===== config.mk =====
export PLATFORM = sky130hd
export DESIGN_NAME = ranging_frame_parser_crc8_unit
export DESIGN_NICKNAME = d
export VERILOG_FILES = /design/src/rfp_pkg.sv /design/src/ranging_frame_parser_crc8_unit.sv
export SDC_FILE = /design/constraint.sdc
export NUM_CORES = 1
export LEC_CHECK = 0
export ABC_AREA = 1
export BUFFER_PORTS_ARGS = -buffer_cell sky130_fd_sc_hd__buf_2
export CAP_MARGIN = 10
export CORE_MARGIN = 1.5
export CORE_UTILIZATION = 40
export DETAILED_ROUTE_END_ITERATION = 8
export HOLD_SLACK_MARGIN = 0.15
export PLACE_DENSITY = 0.61
export SYNTH_ARGS = -nofsm -noshare
export SYNTH_HDL_FRONTEND = slang
export SYNTH_SLANG_ARGS = --single-unit

===== constraint.sdc =====
create_clock -name i_clk -period 7.6 [get_ports i_clk]
set_input_delay 1.52 -clock i_clk [delete_from_list [all_inputs] [get_ports i_clk]]
set_output_delay 1.52 -clock i_clk [all_outputs]
set_load 0.02 [all_outputs]

===== src/rfp_pkg.sv =====
// Shared constants and the CRC-8 byte fold for the ranging frame parser.
package rfp_pkg;

    // Frame layout
    localparam int NUM_SECTORS = 8;
    localparam int DIST_BYTES  = 2 * NUM_SECTORS;
    localparam int FRAME_LEN   = DIST_BYTES + 4;
    localparam int DIST_FIRST  = 2;
    localparam int POS_W       = $clog2(FRAME_LEN);
    localparam int DIST_IDX_W  = $clog2(DIST_BYTES);
    localparam int SEC_CNT_RAW = $clog2(NUM_SECTORS + 1);
    localparam int SEC_CNT_W   = (SEC_CNT_RAW > 3) ? SEC_CNT_RAW : 3;

    localparam logic [POS_W-1:0] POS_CHECK = POS_W'(FRAME_LEN - 1);
    localparam logic [POS_W-1:0] POS_DIST_LO = POS_W'(DIST_FIRST);
    localparam logic [POS_W-1:0] POS_DIST_HI = POS_W'(DIST_FIRST + DIST_BYTES - 1);
    localparam logic [SEC_CNT_W-1:0] SEC_LAST = SEC_CNT_W'(NUM_SECTORS - 1);

    // Register map
    localparam int ADDR_W = 4;
    typedef enum logic [1:0] {
        REG_CRC_POLY = 2'd0,
        REG_CRC_INIT = 2'd1,
        REG_SYNC     = 2'd2
    } t_reg_idx;

    localparam logic [7:0] CRC_POLY_RST = 8'h07;
    localparam logic [7:0] CRC_INIT_RST = 8'h00;
    localparam logic [7:0] SYNC_RST     = 8'h54;

    // Readings that mark no valid return
    localparam logic [15:0] DIST_NONE_HI = 16'hFFFF;
    localparam logic [15:0] DIST_NONE_LO = 16'h0000;
    localparam logic [15:0] DIST_NONE_1  = 16'h0001;

    // CRC-8, MSB first, no reflection, no final xor
    function automatic logic [7:0] crc8_fold(input logic [7:0] crc,
                                             input logic [7:0] data,
                                             input logic [7:0] poly);
        logic [7:0] c;
        c = crc ^ data;
        for (int i = 0; i < 8; i++) begin
            if (c[7]) begin
                c = {c[6:0], 1'b0} ^ poly;
            end else begin
                c = {c[6:0], 1'b0};
            end
        end
        return c;
    endfunction

endpackage


===== src/ranging_frame_parser_crc8_unit.sv =====
// Top level: CRC-8 checked fixed-length ranging frame parser.
//
//  Channel   Dir  Beat contents
//  s_axis    in   tdata[7:0] = rx_byte
//  m_axis    out  tdata[2:0] sector, [18:3] distance, [19] valid_res; tlast = last
//  apb       in   0x0 crc_polynomial, 0x4 crc_initial, 0x8 sync_byte
//
// One received byte is taken per cycle; s_axis_tready drops only when a check
// byte is due while the previous frame's results are still undelivered. A good
// frame puts out one result beat per cycle while m_axis_tready is high, from the
// cycle after its check byte, NUM_SECTORS beats in all, from a snapshot register
// that frees the byte store for the next frame. Reset (synchronous, active low)
// clears the frame position, the result queue and loads the register defaults.
module ranging_frame_parser_crc8_unit
    import rfp_pkg::*;
(
    input  logic              i_clk,
    input  logic              i_rst_n,
    // Input stream
    input  logic              s_axis_tvalid,
    output logic              s_axis_tready,
    input  logic [7:0]        s_axis_tdata,   // [7:0] rx_byte
    // Result stream
    output logic              m_axis_tvalid,
    input  logic              m_axis_tready,
    output logic [23:0]       m_axis_tdata,   // [2:0] sector, [18:3] distance,
                                              // [19] valid_res, [23:20] zero
    output logic              m_axis_tlast,   // last
    // Configuration
    input  logic              psel,
    input  logic              penable,
    input  logic              pwrite,
    input  logic [ADDR_W-1:0] paddr,
    input  logic [31:0]       pwdata,
    output logic [31:0]       prdata,
    output logic              pready
);

    // Configuration registers
    logic [7:0] r_crc_poly;
    logic [7:0] r_crc_init;
    logic [7:0] r_sync;

    // Frame assembly state
    logic [POS_W-1:0] r_pos;
    logic [7:0]       r_crc;
    logic [7:0]       r_dist [DIST_BYTES];

    // Result queue
    logic                 r_busy;
    logic [SEC_CNT_W-1:0] r_sec;
    logic [15:0]          r_hold_dist [NUM_SECTORS];
    logic                 r_hold_ok   [NUM_SECTORS];

    logic                  n_pos_eff;
    logic [POS_W-1:0]      n_pos;
    logic [7:0]            n_crc_base;
    logic [7:0]            n_crc;
    logic [POS_W-1:0]      n_pos_rel;
    logic [DIST_IDX_W-1:0] n_dist_idx;
    logic                  n_store;
    logic                  n_good;
    logic                  in_beat;
    logic                  out_beat;
    logic                  cfg_wr;
    t_reg_idx              reg_idx;

    assign pready  = 1'b1;
    assign cfg_wr  = psel & penable & pwrite & pready;
    assign reg_idx = t_reg_idx'(paddr[3:2]);

    // APB register writes
    always_ff @(posedge i_clk) begin
        if (!i_rst_n) begin
            r_crc_poly <= CRC_POLY_RST;
            r_crc_init <= CRC_INIT_RST;
            r_sync     <= SYNC_RST;
        end else if (cfg_wr) begin
            case (reg_idx)
                REG_CRC_POLY: r_crc_poly <= pwdata[7:0];
                REG_CRC_INIT: r_crc_init <= pwdata[7:0];
                REG_SYNC:     r_sync     <= pwdata[7:0];
                default:      ;
            endcase
        end
    end

    // APB read mux
    always_comb begin
        case (reg_idx)
            REG_CRC_POLY: prdata = {24'd0, r_crc_poly};
            REG_CRC_INIT: prdata = {24'd0, r_crc_init};
            REG_SYNC:     prdata = {24'd0, r_sync};
            default:      prdata = 32'd0;
        endcase
    end

    // Handshakes: stall only a check byte that would need a busy queue
    assign s_axis_tready = !r_busy || (r_pos != POS_CHECK);
    assign in_beat       = s_axis_tvalid & s_axis_tready;
    assign out_beat      = m_axis_tvalid & m_axis_tready;

    // Per-byte frame logic: sync restart, CRC fold, store, check
    always_comb begin
        n_pos_eff  = (s_axis_tdata == r_sync);
        n_pos      = n_pos_eff ? '0 : r_pos;
        n_crc_base = (n_pos == '0) ? r_crc_init : r_crc;
        n_crc      = crc8_fold(n_crc_base, s_axis_tdata, r_crc_poly);
        n_pos_rel  = n_pos - POS_DIST_LO;
        n_dist_idx = n_pos_rel[DIST_IDX_W-1:0];
        n_store    = (n_pos >= POS_DIST_LO) && (n_pos <= POS_DIST_HI);
        n_good     = (n_pos == POS_CHECK) && (s_axis_tdata == r_crc);
    end

    always_ff @(posedge i_clk) begin
        if (!i_rst_n) begin
            r_pos <= '0;
            r_crc <= CRC_INIT_RST;
        end else if (in_beat) begin
            if (n_pos == POS_CHECK) begin
                r_pos <= '0;
            end else begin
                r_pos <= n_pos + POS_W'(1);
                r_crc <= n_crc;
            end
        end
    end

    // Distance byte store
    always_ff @(posedge i_clk) begin
        if (in_beat && n_store) begin
            r_dist[n_dist_idx] <= s_axis_tdata;
        end
    end

    // Result queue: load on a good frame, shift one sector per beat
    always_ff @(posedge i_clk) begin
        if (!i_rst_n) begin
            r_busy <= 1'b0;
            r_sec  <= '0;
        end else if (in_beat && n_good) begin
            r_busy <= 1'b1;
            r_sec  <= '0;
        end else if (out_beat) begin
            if (r_sec == SEC_LAST) begin
                r_busy <= 1'b0;
            end
            r_sec <= r_sec + SEC_CNT_W'(1);
        end
    end

    always_ff @(posedge i_clk) begin
        if (in_beat && n_good) begin
            for (int k = 0; k < NUM_SECTORS; k++) begin
                r_hold_dist[k] <= {r_dist[2*k], r_dist[2*k+1]};
                r_hold_ok[k]   <= ({r_dist[2*k], r_dist[2*k+1]} != DIST_NONE_HI) &&
                                  ({r_dist[2*k], r_dist[2*k+1]} != DIST_NONE_LO) &&
                                  ({r_dist[2*k], r_dist[2*k+1]} != DIST_NONE_1);
            end
        end else if (out_beat) begin
            for (int k = 0; k < NUM_SECTORS - 1; k++) begin
                r_hold_dist[k] <= r_hold_dist[k+1];
                r_hold_ok[k]   <= r_hold_ok[k+1];
            end
        end
    end

    // Output beat
    assign m_axis_tvalid = r_busy;
    assign m_axis_tdata  = {4'd0, r_hold_ok[0], r_hold_dist[0], r_sec[2:0]};
    assign m_axis_tlast  = (r_sec == SEC_LAST);

endmodule

After elaboration in Yosys (flattened, before gate mapping)
Memory sizes are Yosys's and may differ from the RTL's.
Index checks and enable logic that the tools add are counted.

operators by class
  add/sub/neg operators = 3
  eq/ne operators = 23
  mux-type cells = 36
  bitwise operators = 29
  $lt $le $gt $ge = 2
  reduce and logical (&&, ||, !) cells = 40

operator list
  operator                                                count
  != test 16 x 1 -> 1 bit (second input constant)         8
  != test 16 bit (second input constant)                  8
  nonzero test 16 bit                                     8
  2-to-1 mux 16 bit                                       7
  2-to-1 mux 8 bit                                        9
  bitwise XOR 8 bit                                       9
  case mux 8 bit (3 select lines)                         1
  logical AND 1 bit                                       20
  2-to-1 mux 1 bit                                        17
  equality test 8 bit                                     2
  OR 1 bit                                                14
  2-to-1 mux 5 bit                                        2
  AND reduction 2 bit                                     5
  adder 5 x 1 -> 5 bit (second input constant)            1
  equality test 5 bit (second input constant)             1
  >= comparator 5 x 2 -> 1 bit (second input constant)    1
  less-or-equal comparator 5 bit (second input constant)  1
  zero test 5 bit                                         1
  != test 5 bit (second input constant)                   1
  adder 4 x 1 -> 4 bit (second input constant)            1
  bitwise AND 1 bit                                       4
  equality test 4 x 3 -> 1 bit (second input constant)    1
  nonzero test 2 bit                                      2
  subtractor 4 x 2 -> 4 bit (second input constant)       1
  7 further kinds                                         8

storage, ports and cells
  word-level logic and storage cells = 143
  memories kept = 3
  bits of input ports = 51
  bits in registers = 42
  output and inout bits = 60
  RAM bits = 264

memory list
  name         depth  width  read ports  clocked after Yosys merged registers in  write ports  line                                  text
  r_dist       16     8      16          0                                        1            ranging_frame_parser_crc8_unit.sv:47  logic [7:0] r_dist [DIST_BYTES];
  r_hold_dist  8      16     8           0                                        8            ranging_frame_parser_crc8_unit.sv:52  logic [15:0] r_hold_dist [NUM_SECTORS];
  r_hold_ok    8      1      8           0                                        8            ranging_frame_parser_crc8_unit.sv:53  logic r_hold_ok [NUM_SECTORS];

Logic depth before layout (Yosys ltp)
Gate-level depths: netlist of the first run.

  depth in word-level cells = 21
  gate-level depth with buffers = 41
  depth with buffers taken out = 39

Worst setup path before layout of the first run
No wires, ideal clock.

  path kind = input to register
  start point = input port s_axis_tdata[5]
  end point = memory r_hold_dist[0][0] (enable)
  buffers on the path = 1
  setup time = 0.482 ns
  setup slack = 0.510 ns
  required time = 7.118 ns
  data arrival time = 6.607 ns
  stages on the path = 14
  cell sequence = inv_1 -> nand2_1 -> nand2_1 -> nand2_1 -> nor2_2 -> nand2_4 -> inv_1 -> nor2_1 -> ha_1 -> nand4_1 -> nor2_1 -> clkinv_1 -> clkbuf_1 -> nand2_1

RTL lines
  item                line                                  text
  start: declaration  ranging_frame_parser_crc8_unit.sv:22  input logic [7:0] s_axis_tdata,
  end: declaration    ranging_frame_parser_crc8_unit.sv:52

Worst setup path after layout of the first run
  start point = input port s_axis_tdata[4]
  end point = register r_crc[7]

between the ends
  cells in the longest elaborated chain, start to end = 20
  elaborated cells between the ends (all ways) = 24
  those cells by class = eq/ne: 2; mux: 10; bitwise: 10; reduce/logical: 2

RTL lines
  item                                                          line                                   text
  equality test 8 bit                                           ranging_frame_parser_crc8_unit.sv:105  n_pos_eff = (s_axis_tdata == r_sync);
  2-to-1 mux 5 bit                                              ranging_frame_parser_crc8_unit.sv:106  n_pos = n_pos_eff ? '0 : r_pos;
  zero test 5 bit                                               ranging_frame_parser_crc8_unit.sv:107  n_crc_base = (n_pos == '0) ? r_crc_init : r_crc;
  2-to-1 mux 8 bit                                              ranging_frame_parser_crc8_unit.sv:107
  bitwise XOR 8 bit                                             rfp_pkg.sv:41                          c = crc ^ data;
  2-to-1 mux 8 bit / bitwise XOR 8 bit (equally long branches)  rfp_pkg.sv:43, rfp_pkg.sv:44
  bitwise XOR 8 bit / 2-to-1 mux 8 bit (equally long branches)  rfp_pkg.sv:44, rfp_pkg.sv:43
  2-to-1 mux 8 bit / bitwise XOR 8 bit (equally long branches)  rfp_pkg.sv:43, rfp_pkg.sv:44
  [... 4 more ...]                                              n/a
  bitwise XOR 8 bit / 2-to-1 mux 8 bit (equally long branches)  rfp_pkg.sv:44, rfp_pkg.sv:43
  2-to-1 mux 8 bit / bitwise XOR 8 bit (equally long branches)  rfp_pkg.sv:43, rfp_pkg.sv:44
  bitwise XOR 8 bit / 2-to-1 mux 8 bit (equally long branches)  rfp_pkg.sv:44, rfp_pkg.sv:43
  2-to-1 mux 8 bit / bitwise XOR 8 bit (equally long branches)  rfp_pkg.sv:43, rfp_pkg.sv:44
  bitwise XOR 8 bit / 2-to-1 mux 8 bit (equally long branches)  rfp_pkg.sv:44, rfp_pkg.sv:43
  2-to-1 mux 8 bit / bitwise XOR 8 bit (equally long branches)  rfp_pkg.sv:43, rfp_pkg.sv:44
  bitwise XOR 8 bit / 2-to-1 mux 8 bit (equally long branches)  rfp_pkg.sv:44, rfp_pkg.sv:43
  2-to-1 mux 8 bit                                              rfp_pkg.sv:43                          if (c[7]) begin
  end signal: assignment                                        ranging_frame_parser_crc8_unit.sv:124  r_crc <= n_crc;
  end: declaration                                              ranging_frame_parser_crc8_unit.sv:46   logic [7:0] r_crc;

Parallel ways exist; a longest one is shown, timed or not.
A chain may end at the register's enable or synchronous reset.

==> reports/qor.yml, run 1 <==
status: "finished, final reports clean"
internal_power_uw: 2900
cap_violations: 0
drt_first_pass_iters: 5
endpoint_kind: "flip-flop"
required_ns: 7.99
multi_input_area_um2: 4590
setup_slack_ns: 1.46
areaGrowthSynthToFinish_pct: 11.2
muxShareOfSynthArea_pct: 0
cts_max_level: 2
top_level_ports: 111
rsz0062_at_grt: "false"
cp_slowest_cell: "buf_2"
initial_core_util_pct: 41.0
register_area_um2: 8770
core_area_um2: 34800
antenna_found_initial: 0
path_max_fanout: 20
synth-simple-area-share_pct: 23.4
seq_area_frac_synth_pct: 61.4
die_h_um: 192
io_buffers: 55
slowest_delay_ns: 0.50
finalNonFillerCells: 1937
nFillCells: 3248
worstPathBufferInverterCount: 7
via_count: 9523
root_buffer: "clkbuf_16"
post_drt_wl_per_cell_um: 16.3
cts_num_sinks: 306
comb_power_share_pct: 10.1
seq_power_share_pct: 48.2
path_clk_slew_ns: 0.06
start_kind: "input port"
numCtsBuffers: 35
avgSynthCellArea_um2: 10.1
fp-row-count: 68
die_x_um: 192
whs_ns: 0.465
synth-xor-area-share_pct: 2.26
crit_family: "simple AND/OR/NAND/NOR gates"
cp_common_cell: "nand2_1"
die_area_um2: 36800
swShare_pct: 24.4
synth_top_family_by_area: "simple AND/OR/NAND/NOR gates"
final_cell_mix: "nand2_1, edfxtp_1, inv_1"
grt_overflow_total: 0
tns_ns: 0
p_leak_uw: 0.00615
cts.path.max_buffers: 3
final.period_utilization_pct: 80.8
nets: 1515
ys.flop_type: "edfxtp_1"
ys_warn_count: 0
post_cts_buffers: 0
drt-initial-drc-count: 662
ant_nets: 0
timing_worst_setup_path_type: "in -> reg"
arrival_ns: 6.53
finalHoldViolCount: 0
grt_pass1_vias: 9309
ir_drop_mv: 0.187
synthAdderAreaFrac_pct: 0.701
wl_um: 31600
remaining_drc_errors: 0
layout_commonest_cell: "nand2_1"
cts_tree: "done"
holdCritPathClass: "reg -> reg"
fmax_ghz: 0.163
ys_seq_elements: 306
clkPwrFrac_pct: 41.7
grt_start_max_net_pins: 105
fin_skew_ns: 0.0178
final_area_um2: 15900
grt_usage_pct: 17.4
vias_per_cell: 4.92
synth_area_um2: 14300
antennaDiodeCount: 0
dp_slack_ns: 0.915
dp_cells: 1874
cts_resized: 0
ys_async_sr_fraction_pct: 0
grt_pass1_wl_um: 49100
netlist_instances: 1416
gp_congestion: 0.822
setup_viol: 0
drive_gt1_share_pct: 12.7
synth_compound_area_share_pct: 4.94
slew_viol_final: 0
worstMarginPinSlew_ns: 1.00
synth_cell_types: 48
placed_cell_area_um2: 14800
p_sw_uw: 933
maxSlewHeadroom_pct: 33.3
synth_edf_count: 264
clk_latency_ns: 0.51
p_per_area_nw_per_um2: 241
cts_hold_buffers: 0
place.detailed.hpwl_um: 21600
finalCriticalPeriod_ns: 6.14
per-stage QoR:
stage / util [%] / total power [µW]
finish: 45.6 / 3830
global route: 45.6 / 3980
CTS: 45.6 / 3860
detailed placement: 42.4 / 2270
global placement: 42.4 / 2260
floorplan: - / 2180
sequential cells by signal (all words and copies together), names as in the netlist:
signal / cells
r_hold_ok: 8
r_dist: 128
r_sync: 8
r_crc_poly: 8
m_axis_tvalid: 1
r_sec: 4
r_pos: 5
r_crc_init: 8
r_hold_dist: 128
r_crc: 8
power groups by stage:
| stage | clock network [µW] | registers (µW) | logic [µW] |
|---|---|---|---|
| 4_1_cts | 1630 | 1850 | 389 |
| 3_3_place_gp | 0 | 1880 | 382 |
| 5_1_grt | 1690 | 1850 | 440 |
| 2_1_floorplan | 0 | 1870 | 308 |
| 6_report | 1590 | 1850 | 388 |
| 3_5_place_dp | 0 | 1880 | 387 |
cells in the mapped netlist (6+ instances only):
cell	number	area, µm²
o211ai_1	7	52.6
xor2_1	19	166
clkbuf_1	25	93.8
buf_1	6	22.5
buf_2	6	30.0
nand3_4	6	105
buf_4	50	375
nand3_1	63	315
edfxtp_1	264	7930
inv_2	16	60.1
inv_1	105	394
a21oi_1	28	140
nor3_1	6	30.0
xnor2_1	11	96.3
nor4_1	38	238
o221ai_1	7	61.3
ha_1	8	100
nand2_1	463	1740
nor2_1	62	233
nand4_1	44	275
nand2_2	17	106
nand2_4	7	78.8
dfxtp_1	42	841
nand3_2	6	60.1
o21ai_0	68	340
logic make-up (layout without fill, tap and decap cells):
logic type,count (synthesis),in the layout
buffers and inverters,214,253
and+or+nand+nor,728,728
xor gates and xnor gates,33,33
AOI/OAI and AO/OA,125,125
adders and majority gates,8,8
DFF,306,306
other,2,29
final timing paths:
check	depth (start not counted)	to	slack, ns	startpoint
setup / recovery	37	r_crc[7]	1.46	s_axis_tdata[4]
hold reg to reg	0	r_hold_dist[0][112]	0.47	r_dist[15][0]
setup reg to reg	35	r_crc[7]	2.64	r_sync[0]
hold / removal	0	r_hold_dist[0][112]	0.47	r_dist[15][0]
layout make-up:
class,instances,share of cell area [%]
Sequential cell,306,55.3
Multi-Input combinational cell,923,28.9
Tap cell,455,3.59
Clock inverter,14,0.686
Timing Repair Buffer,67,2.38
Clock buffer,49,6.24
Inverter,123,2.91
metal layers:
metal	GRT usage (%)	routed length [µm]
met2	29.9	15300
met4	4.72	678
met1	22.6	14200
met5	0	0
met3	2.70	1480
Power figures use the tool's default switching activity.
==> run 2: changes to the inputs <==
clock period = 5.93 ns   (was 7.6 ns; I/O delays follow)
==> run 2 against run 1 <==
Compared with the run above:
- count of clock-buffer cells in the layout is 2 lower
- clock skew is 0.0018 ns higher
- register-to-register slack worse by 1.5 ns
- first-iteration DRC count is 10% lower
- critical path type unchanged
- sequential share of layout area is 0.070 points lower
- via count is 0.24% higher
==> reports/qor.yml, run 2 (synthesized netlist as in run 1, its figures left out) <==
rr_endpoint: "r_crc[1]"
areaGrowthSynthToFinish_pct: 11.3
cts_hold_buffers: 0
start_kind: "input port"
required_ns: 6.33
fp-row-count: 68
drt-initial-drc-count: 596
p_per_area_nw_per_um2: 307
rsz0062_at_grt: "false"
ir_drop_mv: 0.247
reg2regPathDepth: 35
endpoint_kind: "flip-flop"
antenna_found_initial: 0
gp_congestion: 0.862
layout_commonest_cell: "nand2_1"
cts_resized: 0
vias_per_cell: 4.91
antennaDiodeCount: 0
slew_viol_final: 0
final.period_utilization_pct: 91.0
numCtsBuffers: 35
cts_max_level: 2
grt_pass1_wl_um: 48700
grt_start_max_net_pins: 73
final_area_um2: 15900
root_buffer: "clkbuf_16"
regToRegSetupSlack_ns: 1.11
placed_cell_area_um2: 14800
drive_gt1_share_pct: 12.8
path_max_fanout: 18
post_cts_buffers: 0
die_x_um: 192
reg2reg_from: "r_sync[2]"
worstMarginPinSlew_ns: 0.989
top_regs: "r_dist: 128 flops, r_hold_dist: 128 flops"
wl_um: 31000
cts.path.max_buffers: 3
place.detailed.hpwl_um: 21900
arrival_ns: 5.79
grt_usage_pct: 17.2
cp_slowest_cell: "ha_1"
fin_skew_ns: 0.0196
timing_worst_setup_path_type: "in -> reg"
power_uw: 4880
clk_latency_ns: 0.51
final_cell_mix: "nand2_1, edfxtp_1, inv_1"
core_area_um2: 34800
grt_pass1_vias: 9216
finalHoldViolCount: 0
status: "finished, final reports clean"
grt_overflow_total: 0
worst_hold_startpoint: "r_dist[15][0]"
hold_depth: 0
path_clk_slew_ns: 0.05
tns_ns: 0
finalCriticalPeriod_ns: 5.39
p_leak_uw: 0.00618
cts_tree: "done"
ant_nets: 0
via_count: 9546
holdCritPathClass: "reg -> reg"
initial_core_util_pct: 41.0
io_buffers: 55
nets: 1522
die_area_um2: 36800
die_h_um: 192
cap_violations: 0
top_level_ports: 111
hold_end: "r_hold_dist[0][112]"
remaining_drc_errors: 0
drt_first_pass_iters: 5
setup_viol: 0
nFillCells: 3259
cts_num_sinks: 306
fmax_ghz: 0.185
maxSlewHeadroom_pct: 34.1
post_drt_wl_per_cell_um: 15.9
slowest_delay_ns: 0.43
[run 2: changes by cell type in the layout (fill, tap and decap cells not counted)]
cell | before | now
clkbuf_8 | 4 | 0
clkbuf_1 | 9 | 11
buf_4 | 11 | 19
buf_12 | 1 | 0
clkinv_1 | 7 | 9
clkinv_2 | 4 | 5
clkinvlp_4 | 2 | 0
bufinv_16 | 1 | 2
[run 2: worst max-delay path by stage]
stage	cells after the start	slack (ns)	start	to
2_1_floorplan	14	0.30	s_axis_tdata[5]	r_hold_dist[0][0]
4_1_cts	38	0.59	s_axis_tdata[4]	r_crc[1]
6_report	38	0.54	s_axis_tdata[4]	r_crc[1]
3_3_place_gp	37	0.18	s_axis_tdata[4]	r_crc[1]
5_1_grt	35	0.08	s_axis_tdata[4]	r_crc[0]
3_5_place_dp	38	0.07	s_axis_tdata[4]	r_crc[1]
[run 2: critical path: cells and delay by family]
family,cells,cell delay [ns]
adders and majority gates,1,0.43
buffers and inverters,8,0.74
and+or+nand+nor,29,3.42
[run 2: final cells by class]
class,count,area (µm²),share of cell area (%)
clock buffer,47,942,5.93
clock inverter,16,136,0.858
inverter,123,462,2.91
multi-input combinational,923,4590,28.9
sequential,306,8770,55.2
tap,455,569,3.58
timing repair buffer,74,418,2.63
[run 2: through the flow]
| step | worst slack (ns) | hold WS, ns | instances | util (%) |
|---|---|---|---|---|
| after global routing | 0.0791 | 0.472 | 1944 | 45.7 |
| after global placement | 0.180 | 0.445 | 1881 | 42.6 |
| after floorplan | 0.295 | 0.427 | 1443 | - |
| after detailed placement | 0.0653 | 0.453 | 1881 | 42.6 |
| after CTS | 0.591 | 0.465 | 1944 | 45.7 |
| final | 0.536 | 0.467 | 1944 | 45.7 |
[run 2: power by group]
part           switching [µW]  internal [µW]  total [µW]
combinational             343            158         501
clock                     812           1200        2020
sequential               21.3           2350        2370
total                    1180           3710        4880
[run 2: metal layers]
layer	global-route usage [%]	part of all wire [%]	wire, µm
met3	2.38	4.4	1370
met4	4.72	2.1	636
met1	22.3	45	13900
met2	30.0	49	15100
met5	0	0	0
